### src/hdl/adspn_pkg.sv
`default_nettype none

package adspn_pkg;

   // address and nonce geometry
   localparam int AddrWidth  = 16;
   localparam int NonceWidth = 64;
   localparam int NumRounds  = 2;

   // stream and register port widths
   localparam int DataWidth = 16;
   localparam int CsrWidth  = 64;

   localparam int HalfWidth   = AddrWidth / 2;
   localparam int WholeNibs   = AddrWidth / 4;
   localparam int KeyBase     = NonceWidth - AddrWidth;
   localparam int NibbleWidth = 4;

   typedef logic [AddrWidth-1:0]   addr_type;
   typedef logic [DataWidth-1:0]   data_type;
   typedef logic [CsrWidth-1:0]    csr_type;
   typedef logic [NibbleWidth-1:0] nibble_type;

   // 4-bit substitution box
   localparam nibble_type SboxTable [16] = '{
      4'hc, 4'h5, 4'h6, 4'hb, 4'h9, 4'h0, 4'ha, 4'hd,
      4'h3, 4'he, 4'hf, 4'h8, 4'h4, 4'h7, 4'h1, 4'h2
   };

   // round key from the top address-width bits of the nonce
   function automatic addr_type key_from_nonce(csr_type nonce);
      addr_type k;
      k = '0;
      for (int i = 0; i < AddrWidth; i++) begin
         if (KeyBase + i >= 0) begin
            k[i] = nonce[KeyBase + i];
         end
      end
      return k;
   endfunction

   // sbox on every whole nibble, leftover top bits pass through
   function automatic addr_type subst_layer(addr_type v);
      addr_type r;
      r = v;
      for (int n = 0; n < WholeNibs; n++) begin
         r[NibbleWidth*n +: NibbleWidth] = SboxTable[v[NibbleWidth*n +: NibbleWidth]];
      end
      return r;
   endfunction

   // bit order reversal across the address
   function automatic addr_type reverse_layer(addr_type v);
      addr_type r;
      for (int i = 0; i < AddrWidth; i++) begin
         r[AddrWidth-1-i] = v[i];
      end
      return r;
   endfunction

   // even bits to lower half, odd bits to upper half, odd top bit stays
   function automatic addr_type butterfly_layer(addr_type v);
      addr_type r;
      r = v;
      for (int i = 0; i < HalfWidth; i++) begin
         r[i]             = v[2*i];
         r[i + HalfWidth] = v[2*i + 1];
      end
      return r;
   endfunction

endpackage

`default_nettype wire

### src/hdl/address_spn_scrambler_core.sv
// address scrambler, one address in and one scrambled address out per item
//
// req_ channel carries the plain address in req_tdata, rsp_ channel returns
// the scrambled address in rsp_tdata, zero extended to the data width.
// csr_we with csr_wdata loads the nonce; its top address-width bits are the
// round key. write it only while no item is in flight.
//
// an accepted item is loaded into the input register, then into the result
// register, which drives rsp_tvalid and rsp_tdata until rsp_tready takes it.
// throughput: one item per cycle while the receiver does not stall; the
// rounds are fixed wiring plus sbox lookups, so nothing iterates.
//
// reset clears both register valids and sets the key to zero.
// when the receiver stalls, the result register holds and the input register
// still accepts one item; after that req_tready drops until rsp_tready
// returns, and no item is lost.
`default_nettype none

module address_spn_scrambler_core
   import adspn_pkg::*;
(
   input  var logic     clock,
   input  var logic     reset,
   input  var logic     req_tvalid,
   output var logic     req_tready,
   input  var data_type req_tdata,    // [15:0] plain_address
   output var logic     rsp_tvalid,
   input  var logic     rsp_tready,
   output var data_type rsp_tdata,    // [15:0] scrambled_address
   input  var logic     csr_we,
   input  var csr_type  csr_wdata
);

   addr_type key_ff, key_in;
   logic     in_valid_ff, in_valid_in;
   addr_type in_addr_ff, in_addr_in;
   logic     rsp_valid_ff, rsp_valid_in;
   data_type rsp_data_ff, rsp_data_in;
   addr_type result;
   logic     rsp_take;
   logic     req_take;

   // key register
   assign key_in = csr_we ? key_from_nonce(csr_wdata) : key_ff;

   always_ff @(posedge clock) begin
      if (reset) begin
         key_ff <= '0;
      end else begin
         key_ff <= key_in;
      end
   end

   // pipeline flow control
   assign rsp_take   = !rsp_valid_ff || rsp_tready;
   assign req_tready = !in_valid_ff || rsp_take;
   assign req_take   = req_tvalid && req_tready;

   // input register
   assign in_valid_in = req_take || (in_valid_ff && !rsp_take);
   assign in_addr_in  = req_take ? addr_type'(req_tdata) : in_addr_ff;

   always_ff @(posedge clock) begin
      if (reset) begin
         in_valid_ff <= 1'b0;
      end else begin
         in_valid_ff <= in_valid_in;
      end
   end

   always_ff @(posedge clock) begin
      in_addr_ff <= in_addr_in;
   end

   // substitution-permutation rounds
   adspn_rounds u_rounds (
      .plain     (in_addr_ff),
      .key       (key_ff),
      .scrambled (result)
   );

   // result register
   assign rsp_valid_in = rsp_take ? in_valid_ff : rsp_valid_ff;
   assign rsp_data_in  = (rsp_take && in_valid_ff) ? data_type'(result) : rsp_data_ff;

   always_ff @(posedge clock) begin
      if (reset) begin
         rsp_valid_ff <= 1'b0;
      end else begin
         rsp_valid_ff <= rsp_valid_in;
      end
   end

   always_ff @(posedge clock) begin
      rsp_data_ff <= rsp_data_in;
   end

   assign rsp_tvalid = rsp_valid_ff;
   assign rsp_tdata  = rsp_data_ff;

`ifndef SYNTH
   // a loaded input register moves on whenever the result register frees up
   assert property (@(posedge clock) disable iff (reset)
      in_valid_ff && rsp_take |=> rsp_valid_ff)
      else $error("item dropped between input and result register");

   // the result register takes the rounds of the address it was given
   assert property (@(posedge clock) disable iff (reset)
      in_valid_ff && rsp_take |=> rsp_data_ff == $past(data_type'(result)))
      else $error("result register loaded with wrong value");

   // an empty pipeline is always ready to take an item
   assert property (@(posedge clock) disable iff (reset)
      !in_valid_ff && !rsp_valid_ff |-> req_tready)
      else $error("empty pipeline not ready");

   // a stalled result with a waiting item blocks the input side
   assert property (@(posedge clock) disable iff (reset)
      in_valid_ff && rsp_valid_ff && !rsp_tready |-> !req_tready)
      else $error("input accepted while pipeline full");
`endif

endmodule

`default_nettype wire

### src/hdl/adspn_rounds.sv
`default_nettype none

module adspn_rounds
   import adspn_pkg::*;
(
   input  var addr_type plain,
   input  var addr_type key,
   output var addr_type scrambled
);

   addr_type stage [NumRounds+1];

   // unrolled rounds: key mix, substitution, reversal, butterfly
   always_comb begin
      stage[0] = plain;
      for (int r = 0; r < NumRounds; r++) begin
         stage[r+1] = butterfly_layer(reverse_layer(subst_layer(stage[r] ^ key)));
      end
   end

   // closing key mix
   assign scrambled = stage[NumRounds] ^ key;

endmodule

`default_nettype wire
### config.mk
export PLATFORM = sky130hd
export DESIGN_NAME = address_spn_scrambler_core
export DESIGN_NICKNAME = d
export VERILOG_FILES = /design/src/hdl/adspn_pkg.sv /design/src/hdl/address_spn_scrambler_core.sv /design/src/hdl/adspn_rounds.sv
export SDC_FILE = /design/constraint.sdc
export NUM_CORES = 1
export LEC_CHECK = 0
export ABC_CLOCK_PERIOD_IN_PS = 4290
export BUFFER_PORTS_ARGS = -buffer_cell sky130_fd_sc_hd__buf_2
export CORE_UTILIZATION = 35
export DETAILED_ROUTE_END_ITERATION = 8
export HOLD_SLACK_MARGIN = 0.02
export MAX_ROUTING_LAYER = met4
export PLACE_DENSITY = 0.59
export SLEW_MARGIN = 5
export SYNTH_ARGS = -nofsm -noshare
export SYNTH_HDL_FRONTEND = slang
export SYNTH_SLANG_ARGS = --single-unit
export TNS_END_PERCENT = 100
### constraint.sdc
create_clock -name clock -period 4.29 [get_ports clock]
set_clock_uncertainty 0.05 [all_clocks]
set_input_delay 0.2145 -clock clock [delete_from_list [all_inputs] [get_ports clock]]
set_output_delay 0.2145 -clock clock [all_outputs]
set_load 0.01 [all_outputs]
**Word-level counts from Yosys, hierarchy flattened**

Memory sizes are Yosys's and may differ from the RTL's.
Index checks and enable logic that the tools add are counted.

- Add/sub/neg operators: 0
- Multiply operators: 0
- Divide/modulo/power cells: 0
- $lt $le $gt $ge: 8
- Equality and inequality tests: 0
- Shift-type cells: 0
- Mux-type cells: 16
- Bitwise gates (word level): 11
- Reductions and logical operators: 9

Operators by type and width:

| cell | number |
|---|---|
| $mux 4 | 16 |
| $xor 16x16->16 | 3 |
| $ge 5x5->1 const B | 8 |
| $not 4->5 | 8 |
| $logic_and 1x1->1 | 3 |
| $logic_not 1->1 | 3 |
| $logic_or 1x1->1 | 3 |

- Flip-flop bits (word level): 50
- Latch bits: 0
- RAM bits: 0
- ROM bits: 512
- Input port bits: 85
- Output and inout bits: 18
- Logic and storage cells: 57
- Memories: 8

Memories:

| memory | depth | width | read ports | clocked after memory_dff | write ports | line | RTL |
|---|---|---|---|---|---|---|---|
| (name not given) | 16 | 4 | 1 | 0 | 0 | adspn_pkg.sv:47 | `r[NibbleWidth*n +: NibbleWidth] = SboxTable[v[NibbleWidth*n +: NibbleWidth]];` |
| (name not given) | 16 | 4 | 1 | 0 | 0 | adspn_pkg.sv:47 |  |
| (name not given) | 16 | 4 | 1 | 0 | 0 | adspn_pkg.sv:47 |  |
| (name not given) | 16 | 4 | 1 | 0 | 0 | adspn_pkg.sv:47 |  |
| (name not given) | 16 | 4 | 1 | 0 | 0 | adspn_pkg.sv:47 |  |
| (name not given) | 16 | 4 | 1 | 0 | 0 | adspn_pkg.sv:47 |  |
| +2 memories | n/a | n/a | n/a | n/a | n/a | n/a |  |

**Longest topological paths before layout**

- Depth in word-level cells: 11
- Gate-level depth with buffers: 16
- Depth with buffers taken out: 15

**Hierarchy**

A second synthesis with hierarchy kept.

- Cells, all modules: 357
- Area, all modules: 3833.7 sq um

Modules (own cells, without submodules):

| module | instances | cells each | area each (sq um) | sequential area each (sq um) |
|---|---|---|---|---|
| adspn_rounds | 1 | 263 | 2207.1 | 0.0 |
| address_spn_scrambler_core | 1 | 94 | 1626.6 | 1321.3 |

**Least setup slack after synthesis**

OpenSTA, ideal clock, no wires.

- Path type: reg-to-reg
- Start: reg key_ff[5]
- End: reg rsp_data_ff[5], in the netlist rsp_tdata[5] (data pin)
- Arrival: 3.028 ns
- Setup slack: 0.954 ns
- Cell stages (with the launch flop): 17
- Buffers on the path: 1
- Period minus slack after synthesis: 3.336 ns
- Cell sequence: dfxtp_1 -> buf_2 -> xnor2_1 -> inv_1 -> ha_1 -> nand2_1 -> nor3_1 -> a31o_2 -> nor3_1 -> ha_1 -> nand2b_1 -> or4_1 -> o211ai_1 -> a211o_1 -> a21o_1 -> nand3_1 -> xnor2_1

- Cells in the longest elaborated chain, start to end: 11

RTL lines:

| what | line | RTL |
|---|---|---|
| start: declaration | address_spn_scrambler_core.sv:34 | `addr_type key_ff, key_in;` |
| start signal: assignment | address_spn_scrambler_core.sv:50 | `key_ff <= key_in;` |
| $xor 16x16->16 | adspn_rounds.sv:17 | `stage[r+1] = butterfly_layer(reverse_layer(subst_layer(stage[r] ^ key)));` |
| $not 4->5 (not written as such) | adspn_pkg.sv:47 |  |
| $mem_v2 16x4 | n/a |  |
| $mux 4 (not written as such) (2 in series) | adspn_pkg.sv:47 |  |
| $xor 16x16->16 | adspn_rounds.sv:17 |  |
| $not 4->5 (not written as such) | adspn_pkg.sv:47 |  |
| $mem_v2 16x4 | n/a |  |
| $mux 4 (not written as such) (2 in series) | adspn_pkg.sv:47 |  |
| $xor 16x16->16 * | adspn_rounds.sv:22 | `assign scrambled = stage[NumRounds] ^ key;` |
| net result[5] | address_spn_scrambler_core.sv:39 | `addr_type result;` |
| end signal: assignment | address_spn_scrambler_core.sv:95 | `rsp_data_ff <= rsp_data_in;` |
| end: declaration | address_spn_scrambler_core.sv:38 | `data_type rsp_data_ff, rsp_data_in;` |

Mark *: on every way through the listed nets, which the timed path passes. The rest lies on a longest branch. The select of a mux whose other input is x is not followed.
A chain may end at the register's enable or synchronous reset.

**Worst setup path after layout**

- Start: reg in_addr_ff[4]
- End: reg rsp_data_ff[5], in the netlist rsp_tdata[5] (data pin)

- Cells in the longest elaborated chain, start to end: 11

RTL lines:

| what | line | RTL |
|---|---|---|
| start: declaration | address_spn_scrambler_core.sv:36 | `addr_type in_addr_ff, in_addr_in;` |
| start signal: assignment | address_spn_scrambler_core.sv:72 | `in_addr_ff <= in_addr_in;` |
| $xor 16x16->16 | adspn_rounds.sv:17 |  |
| $not 4->5 (not written as such) | adspn_pkg.sv:47 |  |
| $mem_v2 16x4 | n/a |  |
| $mux 4 (not written as such) (2 in series) | adspn_pkg.sv:47 |  |
| $xor 16x16->16 | adspn_rounds.sv:17 |  |
| $not 4->5 (not written as such) | adspn_pkg.sv:47 |  |
| $mem_v2 16x4 | n/a |  |
| $mux 4 (not written as such) (2 in series) | adspn_pkg.sv:47 |  |
| $xor 16x16->16 | adspn_rounds.sv:22 |  |
| net result[5] | address_spn_scrambler_core.sv:39 |  |

The timed path passes the listed nets, and every way through them passes these cells. The select of a mux whose other input is x is not followed.

==> results.sh <==
export IMPL_die_h_um=105
export IMPL_drc_errors=0
export IMPL_max_freq_mhz=269
export IMPL_synth_area_top_cells="edfxtp_1, ha_1, mux2i_1"
export IMPL_synth_warnings=0
export IMPL_dp_worst_setup_slack_ps=598
export IMPL_synthFlopType="edfxtp_1"
export IMPL_ir_drop_mv=0.148
export IMPL_grt_remaining_overflow=0
export IMPL_insertion_delay_ps=310
export IMPL_period_needed_ps=3720
export IMPL_place_inst=528
export IMPL_tritoncts="yes"
export IMPL_vias=2627
export IMPL_die_x_um=105
export IMPL_synth_top_area_share_pct=25.8
export IMPL_p_leak_nw=1.86
export IMPL_endpoint_kind="register"
export IMPL_cts_buffers=5
export IMPL_worstPathArrival_ps=3730
export IMPL_hold_viol_final=0
export IMPL_fin_nets=528
export IMPL_setup_tns_ps=0
export IMPL_routed_wl_um=7510
export IMPL_fin_crit_sh_pct=86.8
export IMPL_gp_congestion=0.831
export IMPL_layout_cells_most_common="buf_2"
export IMPL_start_util_pct=36.1
export IMPL_crit_type="register to register"
export IMPL_max_slew_margin_pct=33.6
export IMPL_clockRootBuffer="clkbuf_8"
export IMPL_worst_path_max_fanout=5
export IMPL_synth_seq_area_share_pct=35.4
export IMPL_first_pass_iters=4
export IMPL_htreeDepth=2
export IMPL_synth_seq_cells=50
export IMPL_grt_total_usage_pct=14.7
export IMPL_drv_slew=0
export IMPL_pin_count=103
export IMPL_hold_class="input port to register"
export IMPL_grt_max_degree=19
export IMPL_rsz0062_at_grt="false"
export IMPL_drive_above_1_share_pct=21.5
export IMPL_synth_async_reset_ratio_pct=0
export IMPL_postCtsHoldBufs=5
export IMPL_postCtsSetupBuffers=0
export IMPL_fin_cells=545
export IMPL_synth_edf_count=32
export IMPL_syn_cell_area_um2=3730
export IMPL_slowest_delay_ps=470
export IMPL_vias_per_cell=4.82
export IMPL_yosysTopAreaCell="edfxtp_1"
export IMPL_status="complete, no violations"
export IMPL_core_area_um2=10300
export IMPL_cts_resized=0
export IMPL_powerDensity_nw_per_um2=406
export IMPL_ant_nets=0
export IMPL_clk_pin_slew_ps=90
export IMPL_syn_nets=470
export IMPL_wire_per_inst_um=13.8
export IMPL_grt_pass1_vias=2512
export IMPL_dr_first_iter_drc_count=78
export IMPL_crit_path_top_delay_cell="edfxtp_1"
export IMPL_layout_common_cells="buf_2, mux2i_1, xnor2_1"
export IMPL_hpwl_um=5760
export IMPL_n_antenna_cell=0
export IMPL_ys_types=54
export IMPL_setup_viol_count_final=0
export IMPL_worstSetupStartpointType="register"
export IMPL_cp_required_ps=4290
export IMPL_antenna_found_initial=0
export IMPL_syn_to_final_growth_pct=15.6
export IMPL_worst_slack_ps=567
export IMPL_die_area_um2=11100
export IMPL_row_count=37
export IMPL_grt_pass1_wl_um=12400
export IMPL_syn_inst=350
export IMPL_drv_cap=0
export IMPL_critical_path_cell_chain="xnor2_1, inv_1, ha_1, and3_1, a221oi_1, o211ai_1, inv_1, ha_1, nand2b_1, or4_1, o211ai_1, a211o_1, a21o_1, nand3_1, xnor2_1"
export IMPL_cts_num_sinks=50
export IMPL_syn_area_per_cell_um2=10.7
export IMPL_port_buffer_count=54
export IMPL_worst_pin_slew_ps=989
export IMPL_clockBufferDepth=2
## area by class of cell
type	count	area (um^2)
fill	1017	6010
multi-input combinational	260	2240
clock inverter	2	10.0
inverter	25	93.8
tap	136	170
clock buffer	6	93.8
timing repair buffer	66	383
sequential	50	1320
## synth_stat cells (all sizes together), types with 2 or more instances
master and number:
a211oi 5, a21oi 11, a31oi 4, and2 2
buf 9, clkbuf 6, dfxtp 18, edfxtp 32
ha 35, inv 25, mux2 5, mux2i 39
mux4 5, nand2 9, nand2b 2, nand3 8
nand4 2, nor2 34, nor2b 3, nor3 4
nor3b 4, o211ai 7, o21ai 2, or3 2
xnor2 40, xor2 16
## metrics by stage
step	utilization [%]	hold slack [ps]	area [um^2]	power, mW
5_1_grt	41.8	22.0	4310	1.88
6_report	41.8	31.1	4310	1.75
4_1_cts	41.4	20.8	4270	1.76
2_1_floorplan	-	263	3730	1.28
3_3_place_gp	39.9	342	4120	1.42
3_5_place_dp	39.9	343	4120	1.44
## cells by family (layout without fill, tap and decap cells)
kind of cell	after synthesis	in the layout	share of synthesized area [%]
AND/OR/NAND/NOR	76	76	9.89
XOR/XNOR	56	56	14.6
flip-flops	50	50	35.4
multiplexers	49	49	15.1
AO/OA/AOI/OAI	44	44	8.79
buffers and inverters	40	99	4.53
adder cells (fa/ha/maj)	35	35	11.7
## critical path, delay by kind of cell, from the launching register on
| kind | cells | cell delay [ps] |
|---|---|---|
| fa+ha+maj | 2 | 600 |
| buf+inv | 2 | 300 |
| simple gates | 4 | 710 |
| compound gates | 5 | 770 |
| flops | 1 | 470 |
| xor+xnor | 2 | 560 |
## path summary, 6_finish.rpt
path	start	endpoint	slack, ps	cells past startpoint
min reg2reg	in_valid_ff$_SDFF_PP0_	rsp_tvalid$_SDFFE_PP0P_	480	2
max reg2reg	in_addr_ff[4]$_DFFE_PP_	rsp_tdata[5]$_DFFE_PP_	570	15
max	in_addr_ff[4]$_DFFE_PP_	rsp_tdata[5]$_DFFE_PP_	570	15
min	req_tdata[1]	in_addr_ff[1]$_DFFE_PP_	30	1
## sequential cells by signal, indices dropped and copies added, names as in the netlist
signal	count
in_valid_ff	1
key_ff	16
rsp_tdata	16
in_addr_ff	16
rsp_tvalid	1
## layer usage
| layer | GRT usage [%] | wire length [um] |
|---|---|---|
| met2 | 24.1 | 3470 |
| met3 | 2.10 | 207 |
| met5 | - | 0 |
| met4 | 3.92 | 87 |
| met1 | 19.1 | 3750 |
## report_power, final
part	switching, mW	total (mW)	internal [mW]
Sequential	0.0344	0.627	0.593
Clock	0.167	0.315	0.149
Combinational	0.435	0.808	0.374
Total	0.636	1.75	1.11
Power figures use the tool's default switching activity.
